File: config.mk
export PLATFORM = sky130hd
export DESIGN_NAME = q4_block_matvec_row_unit_flat
export DESIGN_NICKNAME = d
export VERILOG_FILES = /design/src/rtl/q4mv_pkg.sv /design/src/rtl/q4mv_in_if.sv /design/src/rtl/q4mv_out_if.sv /design/src/rtl/q4mv_front.sv /design/src/rtl/q4mv_fifo.sv /design/src/rtl/q4mv_back.sv /design/src/rtl/q4_block_matvec_row_unit.sv /design/src/flat_wrapper.sv
export SDC_FILE = /design/constraint.sdc
export NUM_CORES = 2
export LEC_CHECK = 0
export ABC_AREA = 1
export CELL_PAD_IN_SITES_DETAIL_PLACEMENT = 2
export CELL_PAD_IN_SITES_GLOBAL_PLACEMENT = 2
export CORE_UTILIZATION = 33
export DETAILED_ROUTE_END_ITERATION = 6
export DONT_BUFFER_PORTS = 1
export MAX_ROUTING_LAYER = met4
export PLACE_DENSITY = 0.7
export SETUP_SLACK_MARGIN = 0.1
export SLEW_MARGIN = 20
export SYNTH_ARGS = -nofsm -noshare
export SYNTH_HDL_FRONTEND = slang
export SYNTH_HIERARCHICAL = 1
export SYNTH_SLANG_ARGS = --single-unit
export TNS_END_PERCENT = 10
File: constraint.sdc
create_clock -name clk_i -period 20 [get_ports clk_i]
set_input_delay 2 -clock clk_i [delete_from_list [all_inputs] [get_ports clk_i]]
set_output_delay 2 -clock clk_i [all_outputs]
set_load 0.03 [all_outputs]
File: src/rtl/q4mv_pkg.sv
`default_nettype none

package q4mv_pkg;

  localparam int unsigned ACT_WIDTH_DEF   = 16;
  localparam int unsigned ACC_WIDTH_DEF   = 48;
  localparam int unsigned QUEUE_DEPTH_DEF = 4;

  localparam int unsigned BYTE_W   = 8;
  localparam int unsigned NIB_W    = 4;
  localparam int unsigned SCALE_W  = 16;
  localparam int unsigned WEIGHT_W = NIB_W + 1;
  // weight times scale stays within +-8 * 65535, which fits 20 signed bits
  localparam int unsigned WS_W     = 20;

  localparam logic [NIB_W-1:0]           NIB_MASK = 4'hF;
  localparam logic signed [WEIGHT_W-1:0] NIB_BIAS = 5'sd8;

  typedef struct packed {
    logic signed [WS_W-1:0] ws_odd;
    logic signed [WS_W-1:0] ws_even;
    logic                   last;
  } wscale_t;

  // signed weight code minus bias, times the unsigned block scale
  function automatic logic signed [WS_W-1:0] weight_scale(
    input logic [NIB_W-1:0]   code,
    input logic [SCALE_W-1:0] scale
  );
    logic signed [WEIGHT_W-1:0]         w;
    logic signed [SCALE_W:0]            s;
    logic signed [WEIGHT_W+SCALE_W-1:0] p;
    w = $signed({1'b0, code & NIB_MASK}) - NIB_BIAS;
    s = $signed({1'b0, scale});
    p = (WEIGHT_W + SCALE_W)'(w) * (WEIGHT_W + SCALE_W)'(s);
    return p[WS_W-1:0];
  endfunction

endpackage

`default_nettype wire

File: src/rtl/q4mv_in_if.sv
`default_nettype none

interface q4mv_in_if
  import q4mv_pkg::*;
#(
  parameter int unsigned ACT_WIDTH = ACT_WIDTH_DEF
) ();

  logic                        valid;
  logic                        ready;
  logic [BYTE_W-1:0]           weight_byte;
  logic [SCALE_W-1:0]          block_scale;
  logic signed [ACT_WIDTH-1:0] act_even;
  logic signed [ACT_WIDTH-1:0] act_odd;
  logic                        end_of_row;

  modport source (
    output valid, weight_byte, block_scale, act_even, act_odd, end_of_row,
    input  ready
  );

  modport sink (
    input  valid, weight_byte, block_scale, act_even, act_odd, end_of_row,
    output ready
  );

endinterface

`default_nettype wire

File: src/rtl/q4mv_out_if.sv
`default_nettype none

interface q4mv_out_if
  import q4mv_pkg::*;
#(
  parameter int unsigned ACC_WIDTH = ACC_WIDTH_DEF
) ();

  logic                        valid;
  logic                        ready;
  logic signed [ACC_WIDTH-1:0] row_sum;

  modport source (
    output valid, row_sum,
    input  ready
  );

  modport sink (
    input  valid, row_sum,
    output ready
  );

endinterface

`default_nettype wire

File: src/rtl/q4mv_front.sv
`default_nettype none

module q4mv_front
  import q4mv_pkg::*;
#(
  parameter int unsigned ACT_WIDTH = ACT_WIDTH_DEF
) (
  input  wire logic                        clk_i,
  input  wire logic                        rst_ni,
  input  wire logic                        valid_i,
  output      logic                        ready_o,
  input  wire logic [BYTE_W-1:0]           weight_byte_i,
  input  wire logic [SCALE_W-1:0]          block_scale_i,
  input  wire logic signed [ACT_WIDTH-1:0] act_even_i,
  input  wire logic signed [ACT_WIDTH-1:0] act_odd_i,
  input  wire logic                        end_of_row_i,
  output      logic                        valid_o,
  input  wire logic                        ready_i,
  output      wscale_t                     ws_o,
  output      logic signed [ACT_WIDTH-1:0] act_even_o,
  output      logic signed [ACT_WIDTH-1:0] act_odd_o
);

  logic                        v_q;
  wscale_t                     ws_q, ws_d;
  logic signed [ACT_WIDTH-1:0] ae_q, ao_q;

  assign ready_o = !v_q || ready_i;

  // split the byte into its two weights and fold in the block scale
  always_comb begin
    ws_d.ws_even = weight_scale(weight_byte_i[NIB_W-1:0], block_scale_i);
    ws_d.ws_odd  = weight_scale(weight_byte_i[BYTE_W-1:NIB_W], block_scale_i);
    ws_d.last    = end_of_row_i;
  end

  always_ff @(posedge clk_i or negedge rst_ni) begin
    if (!rst_ni) begin
      v_q <= 1'b0;
    end else if (ready_o) begin
      v_q <= valid_i;
    end
  end

  always_ff @(posedge clk_i) begin
    if (valid_i && ready_o) begin
      ws_q <= ws_d;
      ae_q <= act_even_i;
      ao_q <= act_odd_i;
    end
  end

  assign valid_o    = v_q;
  assign ws_o       = ws_q;
  assign act_even_o = ae_q;
  assign act_odd_o  = ao_q;

endmodule

`default_nettype wire

File: src/rtl/q4mv_fifo.sv
`default_nettype none

module q4mv_fifo
  import q4mv_pkg::*;
#(
  parameter int unsigned WIDTH = 1,
  parameter int unsigned DEPTH = QUEUE_DEPTH_DEF
) (
  input  wire logic             clk_i,
  input  wire logic             rst_ni,
  input  wire logic             valid_i,
  output      logic             ready_o,
  input  wire logic [WIDTH-1:0] data_i,
  output      logic             valid_o,
  input  wire logic             ready_i,
  output      logic [WIDTH-1:0] data_o
);

  localparam int unsigned PTR_W = (DEPTH > 1) ? $clog2(DEPTH) : 1;
  localparam int unsigned CNT_W = $clog2(DEPTH + 1);

  logic [WIDTH-1:0] mem_q [DEPTH];
  logic [PTR_W-1:0] wr_ptr_q, rd_ptr_q;
  logic [CNT_W-1:0] count_q;
  logic             push, pop;

  assign ready_o = (count_q != CNT_W'(DEPTH));
  assign valid_o = (count_q != '0);
  assign push    = valid_i && ready_o;
  assign pop     = valid_o && ready_i;
  assign data_o  = mem_q[rd_ptr_q];

  always_ff @(posedge clk_i or negedge rst_ni) begin
    if (!rst_ni) begin
      wr_ptr_q <= '0;
      rd_ptr_q <= '0;
      count_q  <= '0;
    end else begin
      if (push) begin
        wr_ptr_q <= (wr_ptr_q == PTR_W'(DEPTH - 1)) ? '0 : wr_ptr_q + 1'b1;
      end
      if (pop) begin
        rd_ptr_q <= (rd_ptr_q == PTR_W'(DEPTH - 1)) ? '0 : rd_ptr_q + 1'b1;
      end
      if (push && !pop) begin
        count_q <= count_q + 1'b1;
      end else if (pop && !push) begin
        count_q <= count_q - 1'b1;
      end
    end
  end

  always_ff @(posedge clk_i) begin
    if (push) begin
      mem_q[wr_ptr_q] <= data_i;
    end
  end

`ifndef SYNTH
  a_count_bound: assert property (@(posedge clk_i) disable iff (!rst_ni)
    count_q <= CNT_W'(DEPTH))
    else $error("queue fill count above depth");

  a_ptr_count: assert property (@(posedge clk_i) disable iff (!rst_ni)
    (wr_ptr_q == rd_ptr_q) == (count_q == '0 || count_q == CNT_W'(DEPTH)))
    else $error("queue pointers disagree with fill count");
`endif

endmodule

`default_nettype wire

File: src/rtl/q4mv_back.sv
`default_nettype none

module q4mv_back
  import q4mv_pkg::*;
#(
  parameter int unsigned ACT_WIDTH = ACT_WIDTH_DEF,
  parameter int unsigned ACC_WIDTH = ACC_WIDTH_DEF
) (
  input  wire logic                        clk_i,
  input  wire logic                        rst_ni,
  input  wire logic                        valid_i,
  output      logic                        ready_o,
  input  wire wscale_t                     ws_i,
  input  wire logic signed [ACT_WIDTH-1:0] act_even_i,
  input  wire logic signed [ACT_WIDTH-1:0] act_odd_i,
  output      logic                        valid_o,
  input  wire logic                        ready_i,
  output      logic signed [ACC_WIDTH-1:0] row_sum_o
);

  localparam int unsigned PROD_W = WS_W + ACT_WIDTH;
  localparam int unsigned PAIR_W = PROD_W + 1;
  localparam int unsigned SUM_W  = ((ACC_WIDTH > PAIR_W) ? ACC_WIDTH : PAIR_W) + 1;
  localparam int unsigned TOP_W  = SUM_W - ACC_WIDTH + 1;

  localparam logic signed [ACC_WIDTH-1:0] ACC_MAX = {1'b0, {(ACC_WIDTH-1){1'b1}}};
  localparam logic signed [ACC_WIDTH-1:0] ACC_MIN = {1'b1, {(ACC_WIDTH-1){1'b0}}};

  logic                        s1_v_q;
  logic                        last_q;
  logic signed [PROD_W-1:0]    pe_q, po_q;
  logic signed [PROD_W-1:0]    pe_d, po_d;
  logic signed [ACC_WIDTH-1:0] acc_q;
  logic signed [ACC_WIDTH-1:0] sat_d;
  logic signed [SUM_W-1:0]     sum;
  logic [TOP_W-1:0]            sum_top;
  logic                        out_v_q;
  logic signed [ACC_WIDTH-1:0] row_sum_q;
  logic                        consume;

  // a row end needs a free output register, other items never wait
  assign consume = s1_v_q && (!last_q || !out_v_q || ready_i);
  assign ready_o = !s1_v_q || consume;

  assign pe_d = PROD_W'($signed(ws_i.ws_even)) * PROD_W'(act_even_i);
  assign po_d = PROD_W'($signed(ws_i.ws_odd)) * PROD_W'(act_odd_i);

  // exact three-term sum, then clamp to the accumulator range
  always_comb begin
    sum     = SUM_W'(acc_q) + SUM_W'(pe_q) + SUM_W'(po_q);
    sum_top = sum[SUM_W-1:ACC_WIDTH-1];
    if (sum_top == '0 || sum_top == '1) begin
      sat_d = sum[ACC_WIDTH-1:0];
    end else if (sum[SUM_W-1]) begin
      sat_d = ACC_MIN;
    end else begin
      sat_d = ACC_MAX;
    end
  end

  always_ff @(posedge clk_i or negedge rst_ni) begin
    if (!rst_ni) begin
      s1_v_q  <= 1'b0;
      out_v_q <= 1'b0;
      acc_q   <= '0;
    end else begin
      if (ready_o) begin
        s1_v_q <= valid_i;
      end
      if (consume) begin
        acc_q <= last_q ? '0 : sat_d;
      end
      if (consume && last_q) begin
        out_v_q <= 1'b1;
      end else if (ready_i) begin
        out_v_q <= 1'b0;
      end
    end
  end

  always_ff @(posedge clk_i) begin
    if (valid_i && ready_o) begin
      pe_q   <= pe_d;
      po_q   <= po_d;
      last_q <= ws_i.last;
    end
    if (consume && last_q) begin
      row_sum_q <= sat_d;
    end
  end

  assign valid_o   = out_v_q;
  assign row_sum_o = row_sum_q;

`ifndef SYNTH
  a_clear_at_row_end: assert property (@(posedge clk_i) disable iff (!rst_ni)
    consume && last_q |=> acc_q == '0 && out_v_q)
    else $error("row end did not clear accumulator or raise result");

  a_hold_products: assert property (@(posedge clk_i) disable iff (!rst_ni)
    s1_v_q && !consume |=> s1_v_q && $stable(pe_q) && $stable(po_q))
    else $error("stalled product stage lost its contents");
`endif

endmodule

`default_nettype wire

File: src/rtl/q4_block_matvec_row_unit.sv
`default_nettype none

// q4 block matvec row unit: dot product of one row of 4-bit quantized weights
// with an activation vector, one packed weight byte per transaction.
// item_i: weight_byte (low nibble even column, high nibble odd), block_scale
//   (unsigned Q4.12), act_even / act_odd (signed Q4.12), end_of_row.
// result_o: row_sum, signed Q24.24, saturated; one transaction per row, sent
//   for the byte that carries end_of_row.
// throughput: one byte per cycle while no row end waits on a stalled receiver;
//   the front stage, the queue pop and the multiply and accumulate stages each
//   advance once per clock. Path to row_sum: front, queue, product, output.
// at reset the accumulator, the queue and all valid flags are cleared.
// a stalled receiver only blocks at a row end: the finished sum waits in the
//   output register while bytes of the next row keep flowing and
//   accumulating; the queue then fills and item_i.ready drops.
module q4_block_matvec_row_unit
  import q4mv_pkg::*;
#(
  parameter int unsigned ACT_WIDTH   = ACT_WIDTH_DEF,
  parameter int unsigned ACC_WIDTH   = ACC_WIDTH_DEF,
  parameter int unsigned QUEUE_DEPTH = QUEUE_DEPTH_DEF
) (
  input  wire logic   clk_i,
  input  wire logic   rst_ni,
  q4mv_in_if.sink     item_i,
  q4mv_out_if.source  result_o
);

  // queue entry: scaled weights, end flag and both activations
  localparam int unsigned QW = $bits(wscale_t) + 2 * ACT_WIDTH;

  logic                        fr_valid, fr_ready;
  wscale_t                     fr_ws;
  logic signed [ACT_WIDTH-1:0] fr_ae, fr_ao;

  logic                        q_valid, q_ready;
  logic [QW-1:0]               q_data;
  wscale_t                     bk_ws;
  logic signed [ACT_WIDTH-1:0] bk_ae, bk_ao;

  // front: nibble decode and weight-times-scale
  q4mv_front #(
    .ACT_WIDTH (ACT_WIDTH)
  ) u_front (
    .clk_i         (clk_i),
    .rst_ni        (rst_ni),
    .valid_i       (item_i.valid),
    .ready_o       (item_i.ready),
    .weight_byte_i (item_i.weight_byte),
    .block_scale_i (item_i.block_scale),
    .act_even_i    (item_i.act_even),
    .act_odd_i     (item_i.act_odd),
    .end_of_row_i  (item_i.end_of_row),
    .valid_o       (fr_valid),
    .ready_i       (fr_ready),
    .ws_o          (fr_ws),
    .act_even_o    (fr_ae),
    .act_odd_o     (fr_ao)
  );

  // decoupling queue between front and back
  q4mv_fifo #(
    .WIDTH (QW),
    .DEPTH (QUEUE_DEPTH)
  ) u_fifo (
    .clk_i   (clk_i),
    .rst_ni  (rst_ni),
    .valid_i (fr_valid),
    .ready_o (fr_ready),
    .data_i  ({fr_ws, fr_ao, fr_ae}),
    .valid_o (q_valid),
    .ready_i (q_ready),
    .data_o  (q_data)
  );

  assign {bk_ws, bk_ao, bk_ae} = q_data;

  // back: activation multiply, saturating accumulate, result register
  q4mv_back #(
    .ACT_WIDTH (ACT_WIDTH),
    .ACC_WIDTH (ACC_WIDTH)
  ) u_back (
    .clk_i      (clk_i),
    .rst_ni     (rst_ni),
    .valid_i    (q_valid),
    .ready_o    (q_ready),
    .ws_i       (bk_ws),
    .act_even_i (bk_ae),
    .act_odd_i  (bk_ao),
    .valid_o    (result_o.valid),
    .ready_i    (result_o.ready),
    .row_sum_o  (result_o.row_sum)
  );

endmodule

`default_nettype wire
File: src/flat_wrapper.sv
// flat-port wrapper written by rule: the top's interface ports become plain ports
module q4_block_matvec_row_unit_flat import q4mv_pkg::*;
#(
  parameter int unsigned ACT_WIDTH   = ACT_WIDTH_DEF,
  parameter int unsigned ACC_WIDTH   = ACC_WIDTH_DEF,
  parameter int unsigned QUEUE_DEPTH = QUEUE_DEPTH_DEF
)
  (clk_i, rst_ni, item_i_valid, item_i_weight_byte, item_i_block_scale, item_i_act_even, item_i_act_odd, item_i_end_of_row, item_i_ready, result_o_valid, result_o_row_sum, result_o_ready);
  q4mv_in_if #(.ACT_WIDTH(ACT_WIDTH)) item_i_i ();
  q4mv_out_if #(.ACC_WIDTH(ACC_WIDTH)) result_o_i ();
  input  wire logic clk_i;
  input  wire logic rst_ni;
  input wire logic [$bits(item_i_i.valid)-1:0] item_i_valid;
  input wire logic [$bits(item_i_i.weight_byte)-1:0] item_i_weight_byte;
  input wire logic [$bits(item_i_i.block_scale)-1:0] item_i_block_scale;
  input wire logic [$bits(item_i_i.act_even)-1:0] item_i_act_even;
  input wire logic [$bits(item_i_i.act_odd)-1:0] item_i_act_odd;
  input wire logic [$bits(item_i_i.end_of_row)-1:0] item_i_end_of_row;
  output wire logic [$bits(item_i_i.ready)-1:0] item_i_ready;
  output wire logic [$bits(result_o_i.valid)-1:0] result_o_valid;
  output wire logic [$bits(result_o_i.row_sum)-1:0] result_o_row_sum;
  input wire logic [$bits(result_o_i.ready)-1:0] result_o_ready;
  assign item_i_i.valid = item_i_valid;
  assign item_i_i.weight_byte = item_i_weight_byte;
  assign item_i_i.block_scale = item_i_block_scale;
  assign item_i_i.act_even = item_i_act_even;
  assign item_i_i.act_odd = item_i_act_odd;
  assign item_i_i.end_of_row = item_i_end_of_row;
  assign item_i_ready = item_i_i.ready;
  assign result_o_valid = result_o_i.valid;
  assign result_o_row_sum = result_o_i.row_sum;
  assign result_o_i.ready = result_o_ready;
  q4_block_matvec_row_unit #(.ACT_WIDTH(ACT_WIDTH), .ACC_WIDTH(ACC_WIDTH), .QUEUE_DEPTH(QUEUE_DEPTH)) u_core (.clk_i(clk_i), .rst_ni(rst_ni), .item_i(item_i_i), .result_o(result_o_i));
endmodule
; Word-level counts from Yosys, hierarchy flattened
; Memories as Yosys holds them, arrays and structs flattened.
; Index checks and enable logic that the tools add are counted.
[word_totals]
ff_bits = 252
ram_bits = 292
in_bits = 61
output_inout_bits = 50
word_cells = 66
memories = 1
[op_classes]
n_addsub = 8
multipliers = 4
n_eq_ne = 4
n_mux = 11
reduce_logical = 22
[memory_table]
columns = name, depth, width, rd, rd_clocked_by_memory_dff, write_ports, line
row1 = u_core.u_fifo.mem_q, 4, 73, 1, 0, 1, q4mv_fifo.sv:22  ; logic [WIDTH-1:0] mem_q [DEPTH];
[ops]
columns = operator, n
row1 = 48-bit two-way mux, 3
row2 = 20-bit by 16-bit multiplier with 36-bit output, 2
row3 = 48-bit by 36-bit adder with 49-bit output, 1
row4 = 49-bit by 36-bit adder with 49-bit output, 1
row5 = 5-bit by 17-bit multiplier with 20-bit output, 2
row6 = 4-bit by 4-bit subtractor with 5-bit output (second input constant), 2
row7 = 1-bit logical AND, 7
row8 = 2-bit equality test (second input constant), 3
row9 = 1-bit logical NOT, 6
row10 = 3-bit two-way mux, 2
row11 = 1-bit logical OR, 5
row12 = 2-bit by 1-bit adder with 2-bit output (second input constant), 2
row13 = 1-bit two-way mux, 4
row14 = 2-bit two-way mux, 2
row15 = 2-bit nonzero test, 2
row16 = 3-bit by 1-bit adder with 3-bit output (second input constant), 1
row17 = 3-bit != test (second input constant), 1
row18 = 3-bit nonzero test, 1
row19 = 3-bit by 1-bit subtractor with 3-bit output (second input constant), 1
row20 = 2-bit logical NOT, 1

; Logic depth before layout (Yosys ltp)
[logic_depth]
depth_word = 9
mapped_depth = 32
mapped_depth_nobuf = 28

; By module
; The synthesis kept the hierarchy.
[modules_own_cells]
columns = module, n_inst, cells_per_inst, area_per_inst_um2, seq_area_each_um2
row1 = q4mv_back, 1, 4366, 35122.4, 4884.7
row2 = q4mv_fifo, 1, 910, 12137.9, 8943.6
row3 = q4mv_front, 1, 1058, 8224.1, 2217.1

; Least setup slack after synthesis
; No wires, ideal clock.
[synth_timing]
path_type = register to register
start = register u_core.u_fifo.rd_ptr_q[0]
end = register u_core.u_back.po_q[32] (data pin)
setup_ps = 252
arrival_time_ps = 6140
required_time_ps = 19748
path_slack_ps = 13607
path_stages_with_launch = 25
n_path_buf = 4
period_less_slack_ps = 6393
cell_sequence = dfrtp_1 buf_6 buf_12 buf_6 nand2_1 o211ai_1 nand2_1 clkbuf_1 nand2_1 inv_1 fa_1 fa_1 fa_1 fa_1 fa_1 inv_1 fa_1 inv_1 ha_1 a21oi_1 o21ai_0 a2111oi_0 nand2_1 nand2_1 nand2_1
[synth_between]
elab_chain_cells = 2
[synth_lines]
columns = item, line
row1 = start: declaration, q4mv_fifo.sv:23  ; logic [PTR_W-1:0] wr_ptr_q, rd_ptr_q;
row2 = start signal: assignment, q4mv_fifo.sv:43  ; rd_ptr_q <= (rd_ptr_q == PTR_W'(DEPTH - 1)) ? '0 : rd_ptr_q + 1'b1;
row3 = memory 4 x 73 bit, -
row4 = named net u_core.q_data[72], q4_block_matvec_row_unit.sv:37  ; logic [QW-1:0] q_data;
row5 = 20-bit by 16-bit multiplier with 36-bit output, q4mv_back.sv:46  ; assign po_d = PROD_W'($signed(ws_i.ws_odd)) * PROD_W'(act_odd_i);
row6 = named net u_core.u_back.po_d[32], q4mv_back.sv:32  ; logic signed [PROD_W-1:0] pe_d, po_d;
row7 = end signal: assignment, q4mv_back.sv:84  ; po_q <= po_d;
row8 = end: declaration, q4mv_back.sv:31  ; logic signed [PROD_W-1:0] pe_q, po_q;
; The timed path passes the listed nets, and every way through them passes these cells.
; A chain may end at the register's enable or synchronous reset.

; Worst setup path after layout
[layout_timing]
start = register u_core.u_fifo.rd_ptr_q[0]
end = register u_core.u_back.po_q[33] (data pin)
; Same word-level chain as after synthesis.

==> results.sh <==
export IMPL_nets=7348
export IMPL_hold_ws_ns=0.484
export IMPL_die_width_um=412
export IMPL_cts_buffers=61
export IMPL_yosys_most_used_dff="edfxtp_1"
export IMPL_postRouteAntennaNets=0
export IMPL_tritoncts="done"
export IMPL_ys_types=41
export IMPL_synth_top_cell_area_share_pct=27.9
export IMPL_critPathTopFamily="adder cells"
export IMPL_synth_seq_cells=544
export IMPL_die_area_um2=170000
export IMPL_cts_setup_buffers=0
export IMPL_wirelength_um=171000
export IMPL_yosysSeqAreaShare_pct=28.9
export IMPL_cts_hold_buf=0
export IMPL_cts_resized=0
export IMPL_port_buffer_count=0
export IMPL_final_cells=8461
export IMPL_nFillCells=18700
export IMPL_violations="design-rule violations"
export IMPL_firstDrtPassIters=7
export IMPL_rsz0062_at_grt="no"
export IMPL_synth_avg_cell_area_um2=8.76
export IMPL_synth_commonest_cells="nand2_1 (1774), inv_1 (1712), fa_1 (772)"
export IMPL_end_kind="flop"
export IMPL_drive_gt1_share_pct=3.28
export IMPL_synthTopCellsByArea="fa_1 (28%), edfxtp_1 (26%), nand2_1 (12%)"
export IMPL_dieHeight_um=412
export IMPL_ys_warnings_count=6
export IMPL_worstPathRequired_ns=20.49
export IMPL_fmax_ghz=0.115
export IMPL_timing_setup_tns_ns=0
export IMPL_worstMarginPinSlew_ns=1.11
export IMPL_grt_pass1_wl_um=272000
export IMPL_gp_congestion=0.896
export IMPL_dp_hpwl_um=136000
export IMPL_hold_violations=0
export IMPL_wl_per_cell_um=20.2
export IMPL_fin_skew_ns=0.0790
export IMPL_arrival_ns=9.19
export IMPL_synth_fp_nets=7478
export IMPL_status="complete, but fails checks"
export IMPL_min_period_over_period_pct=43.5
export IMPL_synthMostInstantiatedCell="nand2_1"
export IMPL_startpoint="u_core/u_fifo/rd_ptr_q[0]$_DFFE_PN0P_"
export IMPL_drcViolationCount=1
export IMPL_viasPerCell=4.72
export IMPL_critPathMaxFanout=107
export IMPL_synth_cells=6334
export IMPL_hp_class="flop to flop"
export IMPL_vias=40000
export IMPL_grt_max_degree=108
export IMPL_syn2layout_area_growth_pct=7.39
export IMPL_cts_htree_levels=2
export IMPL_cts_root_buf="clkbuf_16"
export IMPL_fp_row_count=150
export IMPL_multi_input_area_um2=31800
export IMPL_boundaryPins=111
export IMPL_netlist_area_um2=55500
export IMPL_antenna_found_initial=2
export IMPL_final_max_slew_viol_count=0
export IMPL_clk_path_buf_depth=3
export IMPL_hold_start="u_core/u_front/ws_o[32]$_DFFE_PP_"
export IMPL_cp_common_cell="fa_1"
export IMPL_synth_edf_count=486
export IMPL_clock_sinks=544
export IMPL_setup_viol=0
export IMPL_grt_pass1_vias=47000
export IMPL_clk_latency_ns=0.73
export IMPL_initial_core_util_pct=33.2
export IMPL_clk_pin_slew_ns=0.06
export IMPL_setup_worst_path_class="flop to flop"
export IMPL_max_stage_delay_ns=1.08
export IMPL_worst_path_buf_inv=5
export IMPL_worst_r2r_startpoint="u_core/u_fifo/rd_ptr_q[0]$_DFFE_PN0P_"
export IMPL_layout_min_cycle_time_ns=8.70
export IMPL_synthArstFlopShare_pct=10.7
export IMPL_drt_iter0_markers=1547
export IMPL_track_usage_pct=21.4
export IMPL_cp_slowest_cell="dfrtp_4"
export IMPL_startpoint_type="flop"
export IMPL_dp_cells=8345
export IMPL_cp_cell_sequence="buf_4, o211ai_1, nand2_1, buf_4, nand2_1, inv_1, fa_1, fa_1, fa_1, fa_1, fa_1, inv_1, fa_1, inv_1, ha_1, a21oi_1, o21ai_0, a2111oi_0, nand2_1, nand2_1, nand2_1"
export IMPL_core_area_um2=167000
export IMPL_seq_area_um2=16100
export IMPL_cap_violations=0
export IMPL_yosysTopAreaCell="fa_1"
export IMPL_grt_remaining_overflow=0
export IMPL_max_slew_margin_pct=25.6
==> cell type report <==
cell class	instances	share of cell area [%]
antenna	1	0.00420
clock buffer	71	2.68
clock inverter	44	1.01
inverter	1720	10.8
multi-input combinational	3838	53.4
sequential	544	26.9
tap	2204	4.63
timing repair buffer	39	0.491
==> routing by layer <==
layer | vias to the layer above | routed length, µm | track usage, %
met5 | - | 0 | -
met4 | 0 | 3220 | 4.11
met3 | 158 | 4280 | 1.99
met2 | 392 | 89600 | 38.4
met1 | 20900 | 73700 | 26.0
li1 | 18500 | - | -
==> logic make-up (layout without fill, tap and decap cells) <==
family / after synthesis / in the layout / synth area share [%]
AOI/OAI and AO/OA: 407 / 407 / 4.66
xor gates and xnor gates: 125 / 125 / 1.97
adders and majority gates: 1083 / 1083 / 34.9
buffers and inverters: 1952 / 1874 / 13.8
DFF: 544 / 544 / 28.9
other: 0 / 1 / 0
and+or+nand+nor: 2223 / 2223 / 15.8
==> layout by cell type (no fill, tap or decap), types with 8 or more instances in the layout <==
| cell type | netlist | layout |
|---|---|---|
| a21boi_0 | 8 | 8 |
| a21o_1 | 12 | 12 |
| a21oi_1 | 141 | 140 |
| buf_4 | 2 | 39 |
| bufinv_16 | 0 | 10 |
| clkbuf_16 | 0 | 61 |
| clkinv_2 | 0 | 9 |
| clkinvlp_4 | 0 | 9 |
| dfrtp_1 | 58 | 56 |
| edfxtp_1 | 486 | 486 |
| fa_1 | 772 | 772 |
| ha_1 | 311 | 311 |
| inv_1 | 1712 | 1710 |
| inv_2 | 8 | 10 |
| nand2_1 | 1774 | 1770 |
| nand2_2 | 15 | 19 |
| nand3_1 | 97 | 97 |
| nand4_1 | 29 | 29 |
| nor2_1 | 241 | 236 |
| nor2_2 | 9 | 9 |
| nor3_1 | 25 | 25 |
| o211ai_1 | 152 | 152 |
| o21ai_0 | 45 | 45 |
| o21bai_1 | 28 | 28 |
| or2_2 | 10 | 10 |
| xnor2_1 | 52 | 52 |
| xor2_1 | 73 | 73 |
==> state kept, by name, summed over array words and instances, names as in the netlist <==
signal                     cells
u_core/u_back/acc_q           48
u_core/u_back/last_q           1
u_core/u_back/pe_q            36
u_core/u_back/po_q            36
u_core/u_back/row_sum_o       48
u_core/u_back/s1_v_q           1
u_core/u_back/valid_o          1
u_core/u_fifo/count_q          3
u_core/u_fifo/mem_q          292
u_core/u_fifo/rd_ptr_q         2
u_core/u_fifo/wr_ptr_q         2
u_core/u_front/act_even_o     16
u_core/u_front/act_odd_o      16
u_core/u_front/valid_o         1
u_core/u_front/ws_o           41
==> worst reg2reg max path: stages, from the launching register on <==
cell and delay (ns):
dfrtp_4 1.08, buf_4 0.96, o211ai_1 0.33, nand2_1 0.14, buf_4 0.35, nand2_1 0.17, inv_1 0.14, fa_1 0.56
fa_1 0.91, fa_1 0.54, fa_1 0.52, fa_1 0.51, inv_1 0.05, fa_1 0.47, inv_1 0.04, ha_1 0.33
a21oi_1 0.20, o21ai_0 0.12, a2111oi_0 0.82, nand2_1 0.11, nand2_1 0.10, nand2_1 0.05
==> metrics by stage <==
step | area, µm² | setup slack, ns | utilization, %
after floorplan | 55500 | 13.61 | -
after CTS | 59600 | 11.27 | 35.7
after detailed placement | 57400 | 11.33 | 34.4
after global routing | 59600 | 10.70 | 35.7
final | 59600 | 11.30 | 35.7
after global placement | 57400 | 11.65 | 34.3
==> final timing paths <==
path                                                        end  slack, ns  cells after the start
setup / recovery               u_core/u_back/po_q[33]$_DFFE_PP_      11.30                     21
hold / removal             u_core/u_fifo/mem_q[2][64]$_DFFE_PP_       0.48                      0
setup reg to reg               u_core/u_back/po_q[33]$_DFFE_PP_      11.30                     21
hold reg to reg            u_core/u_fifo/mem_q[2][64]$_DFFE_PP_       0.48                      0
max in group asynchronous   u_core/u_back/acc_q[25]$_DFFE_PN0P_      18.84                      0
min in group asynchronous   u_core/u_back/acc_q[36]$_DFFE_PN0P_       0.96                      0
Power is not shown: default switching activity piles up to over one toggle a cycle in this logic, so the estimate is an artifact.
